### config.mk
export PLATFORM = sky130hd
export DESIGN_NAME = co2_ascii_reading_parser_top
export DESIGN_NICKNAME = d
export VERILOG_FILES = /design/src/rtl/co2rd_pkg.sv /design/src/rtl/co2_ascii_reading_parser_top.sv /design/src/rtl/co2rd_line.sv
export SDC_FILE = /design/constraint.sdc
export NUM_CORES = 1
export LEC_CHECK = 0
export BUFFER_PORTS_ARGS = -buffer_cell sky130_fd_sc_hd__buf_2
export CELL_PAD_IN_SITES_DETAIL_PLACEMENT = 1
export CELL_PAD_IN_SITES_GLOBAL_PLACEMENT = 2
export CORE_MARGIN = 2
export CORE_UTILIZATION = 46
export DETAILED_ROUTE_END_ITERATION = 12
export PLACE_DENSITY_LB_ADDON = 0.1
export SYNTH_ARGS = -nofsm -noshare
export SYNTH_HDL_FRONTEND = slang
export SYNTH_HIERARCHICAL = 1
export SYNTH_SLANG_ARGS = --single-unit
### constraint.sdc
create_clock -name clk_i -period 10.2 [get_ports clk_i]
set_clock_uncertainty 0.2 [all_clocks]
set_input_delay 0.51 -clock clk_i [delete_from_list [all_inputs] [get_ports clk_i]]
set_output_delay 0.51 -clock clk_i [all_outputs]
set_load 0.01 [all_outputs]
### src/rtl/co2rd_pkg.sv
// Shared types, constants and codes for the CO2 reply-line parser.
package co2rd_pkg;

  // Field and register widths.
  localparam int unsigned CmdW  = 2;
  localparam int unsigned ByteW = 8;
  localparam int unsigned AccW  = 20;
  localparam int unsigned CntW  = 4;
  localparam int unsigned ValW  = 14;
  localparam int unsigned LimW  = 4;
  localparam int unsigned CfgIdxW  = 1;
  localparam int unsigned CfgDataW = 4;

  // Default number of digits kept from one line.
  localparam int unsigned MAX_DIGITS_DEF = 8;

  // Reset value of both limit registers.
  localparam logic [LimW-1:0] LIMIT_RST = 4'd10;

  // Saturation values.
  localparam logic [AccW-1:0] ACC_CAP  = 20'd999999;
  localparam logic [ValW-1:0] READ_CAP = 14'd9999;
  localparam logic [CntW-1:0] CNT_MAX  = 4'd15;

  // Division by 100 as a multiply by ceil(2^27 / 100) and a shift. The rounding
  // error stays below one hundredth over the whole accumulator range.
  localparam int unsigned DivMulW = 21;
  localparam int unsigned DIV100_SHIFT = 27;
  localparam logic [DivMulW-1:0] DIV100_MUL = 21'd1342178;

  // ASCII characters the parser reacts to.
  localparam logic [ByteW-1:0] CH_CR   = 8'h0d;
  localparam logic [ByteW-1:0] CH_EQ   = 8'h3d;
  localparam logic [ByteW-1:0] CH_STAR = 8'h2a;
  localparam logic [ByteW-1:0] CH_ZERO = 8'h30;
  localparam logic [ByteW-1:0] CH_NINE = 8'h39;

  // Item commands.
  typedef enum logic [CmdW-1:0] {
    CMD_BYTE  = 2'd0,
    CMD_CHECK = 2'd1,
    CMD_POLL  = 2'd2,
    CMD_NONE  = 2'd3
  } cmd_e;

  // Configuration register indexes.
  localparam logic [CfgIdxW-1:0] CFG_CHECK_LIMIT = 1'd0;
  localparam logic [CfgIdxW-1:0] CFG_RETRY_LIMIT = 1'd1;

  // Control from the sequencing logic to the line buffer.
  typedef struct packed {
    logic take_byte;
    logic clear;
  } line_ctl_t;

  // Status of the current line as seen by the sequencing logic.
  typedef struct packed {
    logic            line_done;
    logic            star_seen;
    logic            has_digits;
    logic [ValW-1:0] reading_new;
  } line_sts_t;

endpackage

### src/rtl/co2_ascii_reading_parser_top.sv
// Top level of the CO2 reply-line parser: handshakes, counters and result register.
//
//  Channel  Direction  Handshake               Payload
//  -------  ---------  ----------------------  -----------------------------------
//  in       input      in_valid_i / in_stall_o  cmd_i, rx_byte_i
//  out      output     out_valid_o/out_stall_i  co2_value_o, sensor_error_o,
//                                               send_request_o, value_updated_o
//  cfg      input      cfg_we_i                 cfg_idx_i, cfg_data_i
//
// One item per cycle while the output is not stalled. The input register feeds one
// pass of parse, divide-by-100 and counter logic into the result register. An output
// stall holds the result register and backs up into the input register, so up to two
// items are in flight. Reset clears the line, the counters, the reading and the error
// bit and sets both limits to ten.
module co2_ascii_reading_parser_top
  import co2rd_pkg::*;
#(
  parameter int unsigned MAX_DIGITS = MAX_DIGITS_DEF
) (
  input  logic                clk_i,
  input  logic                rst_ni,
  input  logic                cfg_we_i,
  input  logic [CfgIdxW-1:0]  cfg_idx_i,
  input  logic [CfgDataW-1:0] cfg_data_i,
  input  logic                in_valid_i,
  output logic                in_stall_o,
  input  logic [CmdW-1:0]     cmd_i,
  input  logic [ByteW-1:0]    rx_byte_i,
  output logic                out_valid_o,
  input  logic                out_stall_i,
  output logic [ValW-1:0]     co2_value_o,
  output logic                sensor_error_o,
  output logic                send_request_o,
  output logic                value_updated_o
);

  // Input register.
  logic             in_vld_q;
  cmd_e             cmd_q;
  logic [ByteW-1:0] byte_q;

  // Result register.
  logic            out_vld_q;
  logic [ValW-1:0] value_q;
  logic            error_q;
  logic            send_q;
  logic            upd_q;

  // Block state.
  logic [LimW-1:0] check_lim_q;
  logic [LimW-1:0] retry_lim_q;
  logic [CntW-1:0] check_cnt_q, check_cnt_d;
  logic [CntW-1:0] resend_cnt_q, resend_cnt_d;
  logic [ValW-1:0] reading_q, reading_d;
  logic            err_q, err_d;
  logic            send_d;
  logic            upd_d;
  logic [CntW-1:0] resend_inc;

  logic      advance;
  logic      fire;
  logic      in_accept;
  line_ctl_t line_ctl;
  line_sts_t line_sts;

  // Pipeline flow control.
  assign advance    = !out_vld_q || !out_stall_i;
  assign fire       = in_vld_q && advance;
  assign in_stall_o = in_vld_q && !advance;
  assign in_accept  = in_valid_i && !in_stall_o;

  always_ff @(posedge clk_i or negedge rst_ni) begin
    if (!rst_ni) begin
      in_vld_q <= 1'b0;
    end else if (in_accept) begin
      in_vld_q <= 1'b1;
    end else if (advance) begin
      in_vld_q <= 1'b0;
    end
  end

  always_ff @(posedge clk_i) begin
    if (in_accept) begin
      cmd_q  <= cmd_e'(cmd_i);
      byte_q <= rx_byte_i;
    end
  end

  // Line buffer.
  co2rd_line #(
    .MAX_DIGITS(MAX_DIGITS)
  ) u_line (
    .clk_i  (clk_i),
    .rst_ni (rst_ni),
    .ctl_i  (line_ctl),
    .byte_i (byte_q),
    .sts_o  (line_sts)
  );

  assign resend_inc = (resend_cnt_q < CNT_MAX) ? resend_cnt_q + 4'd1 : resend_cnt_q;

  // Command handling for the item in the input register.
  always_comb begin
    check_cnt_d        = check_cnt_q;
    resend_cnt_d       = resend_cnt_q;
    reading_d          = reading_q;
    err_d              = err_q;
    send_d             = 1'b0;
    upd_d              = 1'b0;
    line_ctl.take_byte = 1'b0;
    line_ctl.clear     = 1'b0;
    if (fire) begin
      case (cmd_q)
        CMD_BYTE: begin
          line_ctl.take_byte = 1'b1;
        end
        CMD_CHECK: begin
          if (check_cnt_q < CNT_MAX) begin
            check_cnt_d = check_cnt_q + 4'd1;
          end
          if (line_sts.line_done) begin
            if (line_sts.has_digits) begin
              reading_d      = line_sts.reading_new;
              err_d          = 1'b0;
              line_ctl.clear = 1'b1;
              check_cnt_d    = check_lim_q;
              resend_cnt_d   = '0;
              upd_d          = 1'b1;
            end else if (line_sts.star_seen) begin
              reading_d = '0;
              err_d     = 1'b1;
            end
          end
        end
        CMD_POLL: begin
          if (check_cnt_q >= check_lim_q) begin
            send_d         = 1'b1;
            line_ctl.clear = 1'b1;
            check_cnt_d    = '0;
            resend_cnt_d   = resend_inc;
            if (resend_inc >= retry_lim_q) begin
              reading_d    = '0;
              err_d        = 1'b1;
              resend_cnt_d = retry_lim_q;
            end
          end
        end
        default: begin
        end
      endcase
    end
  end

  // State and configuration registers.
  always_ff @(posedge clk_i or negedge rst_ni) begin
    if (!rst_ni) begin
      check_lim_q  <= LIMIT_RST;
      retry_lim_q  <= LIMIT_RST;
      check_cnt_q  <= '0;
      resend_cnt_q <= '0;
      reading_q    <= '0;
      err_q        <= 1'b0;
    end else begin
      if (cfg_we_i && (cfg_idx_i == CFG_CHECK_LIMIT)) begin
        check_lim_q <= cfg_data_i;
      end
      if (cfg_we_i && (cfg_idx_i == CFG_RETRY_LIMIT)) begin
        retry_lim_q <= cfg_data_i;
      end
      check_cnt_q  <= check_cnt_d;
      resend_cnt_q <= resend_cnt_d;
      reading_q    <= reading_d;
      err_q        <= err_d;
    end
  end

  // Result register.
  always_ff @(posedge clk_i or negedge rst_ni) begin
    if (!rst_ni) begin
      out_vld_q <= 1'b0;
    end else if (fire) begin
      out_vld_q <= 1'b1;
    end else if (!out_stall_i) begin
      out_vld_q <= 1'b0;
    end
  end

  always_ff @(posedge clk_i) begin
    if (fire) begin
      value_q <= reading_d;
      error_q <= err_d;
      send_q  <= send_d;
      upd_q   <= upd_d;
    end
  end

  assign out_valid_o     = out_vld_q;
  assign co2_value_o     = value_q;
  assign sensor_error_o  = error_q;
  assign send_request_o  = send_q;
  assign value_updated_o = upd_q;

`ifndef SYNTHESIS
  a_upd_no_err: assert property (@(posedge clk_i) disable iff (!rst_ni)
    (out_vld_q && upd_q) |-> !error_q)
    else $error("fresh reading reported with error bit set");
  a_value_cap: assert property (@(posedge clk_i) disable iff (!rst_ni)
    reading_q <= READ_CAP)
    else $error("reading beyond cap");
  a_send_resets: assert property (@(posedge clk_i) disable iff (!rst_ni)
    (fire && send_d) |=> (check_cnt_q == '0))
    else $error("check count not cleared after resend");
  a_none_holds: assert property (@(posedge clk_i) disable iff (!rst_ni)
    (fire && (cmd_q == CMD_NONE)) |=> ($stable(reading_q) && $stable(err_q)))
    else $error("unused command changed the reading");
`endif

endmodule

### src/rtl/co2rd_line.sv
// Line buffer: collects the digits of one sensor reply line.
module co2rd_line
  import co2rd_pkg::*;
#(
  parameter int unsigned MAX_DIGITS = MAX_DIGITS_DEF
) (
  input  logic             clk_i,
  input  logic             rst_ni,
  input  line_ctl_t        ctl_i,
  input  logic [ByteW-1:0] byte_i,
  output line_sts_t        sts_o
);

  localparam int unsigned CntDW = $clog2(MAX_DIGITS + 1);

  logic             seen_eq_q, seen_eq_d;
  logic             done_q, done_d;
  logic             star_q, star_d;
  logic [AccW-1:0]  acc_q, acc_d;
  logic [CntDW-1:0] cnt_q, cnt_d;

  logic                      is_digit;
  logic [AccW+3:0]           acc_x10;
  logic [AccW+3:0]           acc_sum;
  logic [AccW+DivMulW-1:0]   div_prod;
  logic [ValW-1:0]           div_quot;

  // Next digit accumulator value, saturating at the largest figure kept.
  assign is_digit = (byte_i >= CH_ZERO) && (byte_i <= CH_NINE);
  assign acc_x10  = {1'b0, acc_q, 3'b000} + {3'b000, acc_q, 1'b0};
  assign acc_sum  = acc_x10 + {{AccW{1'b0}}, byte_i[3:0]};

  // Byte parsing and line clearing.
  always_comb begin
    seen_eq_d = seen_eq_q;
    done_d    = done_q;
    star_d    = star_q;
    acc_d     = acc_q;
    cnt_d     = cnt_q;
    if (ctl_i.clear) begin
      seen_eq_d = 1'b0;
      done_d    = 1'b0;
      star_d    = 1'b0;
      acc_d     = '0;
      cnt_d     = '0;
    end else if (ctl_i.take_byte && !done_q) begin
      if (byte_i == CH_CR) begin
        done_d = 1'b1;
      end else if (!seen_eq_q) begin
        if (byte_i == CH_EQ) begin
          seen_eq_d = 1'b1;
        end
      end else if (!star_q) begin
        if (is_digit) begin
          if (cnt_q < CntDW'(MAX_DIGITS)) begin
            acc_d = (acc_sum > {4'd0, ACC_CAP}) ? ACC_CAP : acc_sum[AccW-1:0];
            cnt_d = cnt_q + CntDW'(1);
          end
        end else if (byte_i == CH_STAR) begin
          star_d = 1'b1;
        end
      end
    end
  end

  // Line state registers.
  always_ff @(posedge clk_i or negedge rst_ni) begin
    if (!rst_ni) begin
      seen_eq_q <= 1'b0;
      done_q    <= 1'b0;
      star_q    <= 1'b0;
      acc_q     <= '0;
      cnt_q     <= '0;
    end else begin
      seen_eq_q <= seen_eq_d;
      done_q    <= done_d;
      star_q    <= star_d;
      acc_q     <= acc_d;
      cnt_q     <= cnt_d;
    end
  end

  // Reading in hundreds of ppm from the gathered figure.
  assign div_prod = acc_q * DIV100_MUL;
  assign div_quot = div_prod[DIV100_SHIFT +: ValW];

  assign sts_o.line_done   = done_q;
  assign sts_o.star_seen   = star_q;
  assign sts_o.has_digits  = (cnt_q != '0);
  assign sts_o.reading_new = (div_quot > READ_CAP) ? READ_CAP : div_quot;

`ifndef SYNTHESIS
  a_cnt_bound: assert property (@(posedge clk_i) disable iff (!rst_ni)
    cnt_q <= CntDW'(MAX_DIGITS))
    else $error("digit count beyond limit");
  a_acc_bound: assert property (@(posedge clk_i) disable iff (!rst_ni)
    acc_q <= ACC_CAP)
    else $error("accumulator beyond cap");
  a_star_after_eq: assert property (@(posedge clk_i) disable iff (!rst_ni)
    star_q |-> seen_eq_q)
    else $error("star recorded before equals sign");
  a_clear: assert property (@(posedge clk_i) disable iff (!rst_ni)
    ctl_i.clear |=> (cnt_q == '0) && !done_q && !star_q)
    else $error("line not cleared");
`endif

endmodule

==> impl_metrics.tcl, run 1 <==
set metrics [dict create \
    period_share 0.777 \
    ys_seq_area_frac 0.178 \
    area_growth_pct 7.00 \
    syn_area_per_cell_um2 9.88 \
    num_antenna_cells 0 \
    crit_path_top_delay_cell "dfrtp_1" \
    first_pass_iters 5 \
    syn-num-nets 1742 \
    drive_above_1_share 0.0685 \
    cts-root-buf "clkbuf_16" \
    die_y_um 172 \
    reg2reg_slack_ns 2.28 \
    grt_pass1_wl_um 58000 \
    min_delay_path_depth 1 \
    setup_viol 0 \
    nFillCells 3149 \
    holdWs_ns 0.124 \
    clkTransAtPathRegs_ns 0.08 \
    grt_use_met1 0.354 \
    synth_warnings 6 \
    status "finished, final reports clean" \
    leakagePower_nw 7.43 \
    final_antenna_net_count 0 \
    antenna_found_initial 0 \
    p_per_area_nw_per_um2 84.7 \
    final-hold-violation-count 0 \
    path_delay_family "adder cells" \
    drt_iter0_drc 408 \
    numCtsBuffers 9 \
    p_total_mw 1.18 \
    hp-class "input pin to flip-flop" \
    post_cts_buffers 0 \
    remaining_drc_errors 0 \
    max_slew_margin 0.346 \
    drv_cap 0 \
    slew_viol_final 0 \
    synth_edf_count 27 \
    ios 39 \
    cp.required_ns 10.10 \
    slowest_delay_ns 0.84 \
    synthFlopType "dfrtp_1" \
    worstMarginPinSlew_ns 0.978 \
    cts_tree "done" \
    vias 9398 \
    worst_hold_path.endpoint "byte_q[7]" \
    vdd_drop_max_mv 0.0655 \
    rows 61 \
    met2_usage 0.445 \
    ctsHoldBuffers 0 \
    path_class "flip-flop to flip-flop" \
    clockBufferDepth 2 \
    fin_cells 1736 \
    grtUsageMet3 0.0307 \
    crit_fanout 10 \
    clk_latency_ns 0.36 \
    port_buffers 38 \
    place_area_um2 13600 \
    die_width_um 172 \
    cts_resized 0 \
    mostFrequentLayoutCells "inv_1 (296), ha_1 (242), fa_1 (162)" \
    grt.busiest_layer "met2" \
    cpMostUsedCell "fa_1" \
    clock_sinks 87 \
    fmax_mhz 126 \
    grt_max_degree 61 \
    async_flop_share 0.690 \
    grt_pass1_vias 10500 \
    hold_path.startpoint "rx_byte_i[7]" \
    dpl.cell_count 1720 \
    grtUsageTotal 0.260 \
    ys_types 74 \
    rr_startpoint "u_line/acc_q[11]" \
    hpwl_um 29700 \
    final_core_util 0.500 \
    htree_num_levels 3 \
    synth_area_um2 13000 \
    syn-instance-count 1318 \
    core_area_um2 27900 \
    avgRoutedWirePerCell_um 20.6 \
    grt_overflow 0 \
    cp.arrival_ns 7.82 \
    fin_crit_ns 7.92 \
    gp_congestion 0.849 \
    r2r-end "co2_value_o[7]" \
    nets 1777 \
    stdcell_area_um2 13900 \
    setup_tns_ns 0 \
    die_area_um2 29700 \
    synth-seq-cells 87 \
    rsz0062_at_grt "no" \
    via_per_inst 5.41 \
    r2r_cells 23 \
    worst_slack_ns 2.28 \
    worstSetupStartpointType "flip-flop" \
    cp_cell_sequence "ha_1, inv_1, fa_1, fa_1, inv_1, fa_1, fa_1, fa_1, inv_1, fa_1, inv_1, ha_1, a21oi_1, o21ai_0, a221oi_1, o31a_1, a21oi_1, a211oi_2, nor3b_2, a22oi_1, and2_1, a22oi_1, o2bb2ai_1" \
    start_util 0.467 \
    path_buf_inv 4 \
    final_common_cell "inv_1" \
    wirelength_um 35700 \
    cp-end-kind "flip-flop" \
    pre_cts_ws_ns 2.26 \
]
## kinds of logic after synthesis
kind of cell / share of synthesized area
flip-flops: 0.178
XOR/XNOR: 0.0256
buffers and inverters: 0.0925
AO/OA/AOI/OAI: 0.124
adder cells (fa/ha/maj): 0.482
multiplexers: 0.00817
AND/OR/NAND/NOR: 0.0896
## per-layer routing
metal | part of all wire | vias to the layer above
met5 | 0 | -
met4 | 0.020 | 0
met3 | 0.031 | 32
met2 | 0.49 | 115
met1 | 0.46 | 4795
li1 | - | 4456
## sequential cells by signal, summed over array words and instances, names as in the netlist, 2 cells and up
| name | flops |
|---|---|
| resend_cnt_q | 4 |
| co2_value_o | 14 |
| u_line/cnt_q | 4 |
| retry_lim_q | 4 |
| check_lim_q | 4 |
| cmd_q | 2 |
| byte_q | 8 |
| u_line/acc_q | 20 |
| check_cnt_q | 4 |
| reading_q | 14 |
## worst reg2reg max path, delay by kind of cell (launching register included)
family	cells	cell delay [ns]
DFF	1	0.84
adders and majority gates	8	3.71
buffers and inverters	4	0.28
and+or+nand+nor	2	0.50
AOI/OAI and AO/OA	9	2.12
## final cells by class
| cell class | count | area (um2) | share of cell area |
|---|---|---|---|
| multi-input cells | 916 | 9500 | 0.682 |
| flip-flops and latches | 87 | 2320 | 0.166 |
| inverters | 296 | 1110 | 0.0798 |
| well taps | 378 | 473 | 0.0340 |
| repair buffers | 43 | 228 | 0.0164 |
| clock buffers | 9 | 225 | 0.0162 |
| clock inverters | 7 | 75.1 | 0.00539 |
## Yosys cell counts, drive strengths merged (10+ instances only)
cell,count,area share
xor2,16,0.011
o41ai,10,0.0096
a21o,12,0.0071
nor3,22,0.0085
inv,296,0.085
clkbuf,13,0.0037
xnor2,22,0.015
ha,242,0.23
fa,162,0.25
nand2,74,0.021
nor2,66,0.019
a22oi,15,0.0087
o21ai,36,0.014
dfrtp,56,0.11
o2bb2ai,14,0.0094
nand4,10,0.0048
edfxtp,27,0.062
nand3,18,0.0069
nor2b,10,0.0048
a21oi,48,0.018
## how the worst max path moves through the flow
stage	startpoint	endpoint	slack (ns)	cells past startpoint
2_1_floorplan	u_line/acc_q[11]	co2_value_o[7]	3.32	23
3_3_place_gp	u_line/acc_q[10]	co2_value_o[7]	2.32	23
3_5_place_dp	u_line/acc_q[11]	co2_value_o[4]	2.26	23
4_1_cts	u_line/acc_q[11]	co2_value_o[7]	2.24	23
5_1_grt	u_line/acc_q[11]	co2_value_o[7]	1.65	23
6_report	u_line/acc_q[11]	co2_value_o[7]	2.28	23
## report_power, final
group          leakage, nW  internal (mW)  switching (mW)
Clock                0.144          0.174           0.179
Combinational         6.22          0.159           0.239
Sequential            1.06          0.391          0.0380
Power figures use the tool's default switching activity.
==> inputs of run 2 (changes only) <==
--- a/config.mk
+++ b/config.mk
@@ -9,7 +9,7 @@
 export CELL_PAD_IN_SITES_DETAIL_PLACEMENT = 1
 export CELL_PAD_IN_SITES_GLOBAL_PLACEMENT = 2
 export CORE_MARGIN = 2
-export CORE_UTILIZATION = 46
+export CORE_UTILIZATION = 39
 export DETAILED_ROUTE_END_ITERATION = 12
 export PLACE_DENSITY_LB_ADDON = 0.1
 export SYNTH_ARGS = -nofsm -noshare
==> constraint.sdc (replaced) <==
create_clock -name clk_i -period 6.8 [get_ports clk_i]
set_clock_uncertainty 0.2 [all_clocks]
set_input_delay 0.34 -clock clk_i [delete_from_list [all_inputs] [get_ports clk_i]]
set_output_delay 0.34 -clock clk_i [all_outputs]
set_load 0.01 [all_outputs]
==> run 2 against run 1 <==
  * The run now ends with negative hold slack, negative setup slack left
  * Critical path depth is 1 lower
  * Global-route usage fell by 2.2 points
  * Sequential power rose by 49%
  * Worst setup slack worse by 2.5 ns
  * Via count rose by 10%
  * Register-to-register slack worse by 2.5 ns
  * Clock power increased by 39%
  * Combinational power increased by 110%
  * Design area increased by 23%
  * Highest routed layer unchanged
==> impl_metrics.tcl, run 2 (synthesis gave the netlist of run 1 again) <==
set metrics [dict create \
    grt_pass1_vias 11700 \
    start_util 0.398 \
    power.internal_mw 1.23 \
    cp_cell_sequence "buf_4, buf_4, fa_1, ha_1, fa_1, fa_1, fa_1, fa_1, ha_4, ha_4, nand4_1, or3_4, nor4_4, nor2b_2, a211oi_2, buf_4, xnor2_4, or3_4, o211ai_4, nand4_1, a22oi_2, o2bb2ai_2" \
    fmax_mhz 142 \
    fin_crit_ns 7.04 \
    hpwl_um 32900 \
    num_antenna_cells 0 \
    met2_usage 0.419 \
    grt.busiest_layer "met2" \
    die_width_um 187 \
    worst_slack_ns -0.235 \
    crit_fanout 5 \
    stdcell_area_um2 17100 \
    rsz0062_at_grt "yes" \
    clkTransAtPathRegs_ns 0.07 \
    place_area_um2 15200 \
    largest_reg_flops 20 \
    clkPwrFrac 0.251 \
    grtUsageTotal 0.238 \
    setup_viol 21 \
    htree_num_levels 3 \
    setup_tns_ns -2.15 \
    vias 10300 \
    cp.required_ns 6.70 \
    port_buffers 38 \
    drt_iter0_drc 330 \
    clk_latency_ns 0.36 \
    p_per_area_nw_per_um2 114 \
    grtUsageMet3 0.0265 \
    ios 39 \
    wirelength_um 40100 \
    cpMostUsedCell "fa_1" \
    mostFrequentLayoutCells "inv_1 (267), buf_4 (227), ha_1 (202)" \
    slew_viol_final 0 \
    grt_pass1_wl_um 65000 \
    worstSetupStartpointType "flip-flop" \
    rows 66 \
    remaining_drc_errors 0 \
    crit_path_top_delay_cell "fa_1" \
    reg2reg_slack_ns -0.24 \
    vdd_drop_max_mv 0.126 \
    netSwitchingFraction 0.370 \
    dpl.cell_count 1979 \
    slowest_delay_ns 0.58 \
    area_growth_pct 31.3 \
    nets 2033 \
    violations "negative hold slack, negative setup slack" \
    numCtsBuffers 9 \
    period_share 1.03 \
    seqPwrFrac 0.327 \
    fin_cells 2056 \
    cp-end-kind "flip-flop" \
    grt_overflow 0 \
    antenna_found_initial 0 \
    power.switching_uw 723 \
    first_pass_iters 5 \
    path_class "flip-flop to flip-flop" \
    gp_congestion 0.833 \
    holdWs_ns -0.0309 \
    avgRoutedWirePerCell_um 19.5 \
    core_area_um2 32700 \
    grt_use_met1 0.320 \
    die_y_um 187 \
    cts-root-buf "clkbuf_16" \
    clock_sinks 87 \
    die_area_um2 34900 \
    drive_above_1_share 0.315 \
    status "finished, violations left" \
    startpoint "u_line/acc_q[13]" \
    drv_cap 0 \
    via_per_inst 5.03 \
    regMostFlops "u_line/acc_q" \
    comb_power_share 0.422 \
    worstMarginPinSlew_ns 1.26 \
    final-hold-violation-count 29 \
    cp.arrival_ns 6.94 \
    rr_startpoint "u_line/acc_q[13]" \
    grt_max_degree 61 \
    hp-class "input pin to asynchronous set/reset pin" \
    leakagePower_nw 8.74 \
    max_slew_margin 0.154 \
    clockBufferDepth 2 \
    cts_tree "done" \
    final_common_cell "inv_1" \
    final_antenna_net_count 0 \
    final_core_util 0.523 \
]
run 2: changes by cell type in the layout (fill, tap and decap cells not counted), moves of 23 or more:
cell	before	now
inv_1	296	267
fa_1	162	139
inv_2	0	27
fa_2	0	23
buf_4	5	227
ha_4	0	35
ha_1	242	202
run 2: critical path: cells and delay by family, from the launching register on:
family / cells / cell delay, ns
and+or+nand+nor: 6 / 1.57
AOI/OAI and AO/OA: 4 / 0.56
xor gates and xnor gates: 1 / 0.14
DFF: 1 / 0.42
adders and majority gates: 8 / 3.42
buffers and inverters: 3 / 0.46
run 2: metrics by stage:
stage / hold slack, ns / setup slack, ns / power, mW
6_report: -0.0309 / -0.235 / 1.95
4_1_cts: 0.00388 / -0.144 / 1.94
3_3_place_gp: 0.257 / -0.606 / 1.33
3_5_place_dp: 0.271 / -0.662 / 1.34
2_1_floorplan: -0.156 / 0.0254 / 1.07
5_1_grt: 0.0151 / -0.463 / 2.09
run 2: timing repair:
action / CTS / global route
resized for setup: 156 / 67
gates cloned: 0 / 0
pin swaps: 108 / 47
setup buffers: 34 / 18
setup endpoints to repair: 28 / 28
endpoints found under the hold margin: 13 / 0
hold buffers: 13 / 0
run 2: area by class of cell:
type                    count  area [um2]
clock buffers              12         246
clock inverters             4        31.3
fillers                  3673       15600
inverters                 296        1120
multi-input cells         916       10500
flip-flops and latches     87        2330
well taps                 442         553
repair buffers            299        2290
run 2: worst paths after layout:
kind                               endpoint  cells after the start
setup / recovery             co2_value_o[3]                     22
hold / removal                  out_valid_o                      2
setup reg to reg             co2_value_o[3]                     22
hold reg to reg                 out_valid_o                      1
max in group asynchronous  u_line/acc_q[15]                      2
min in group clk_i           check_lim_q[3]                      3
run 2: power by group through the flow:
stage | registers (mW) | logic (mW) | clock network (mW)
2_1_floorplan | 0.636 | 0.430 | 0
3_5_place_dp | 0.647 | 0.696 | 0
4_1_cts | 0.638 | 0.800 | 0.506
6_report | 0.639 | 0.825 | 0.491
5_1_grt | 0.646 | 0.916 | 0.525
3_3_place_gp | 0.646 | 0.684 | 0
run 2: layer usage:
layer / share of wire / wire (um)
met1: 0.46 / 18400
met2: 0.51 / 20300
met3: 0.021 / 856
met4: 0.014 / 552
met5: 0 / 0
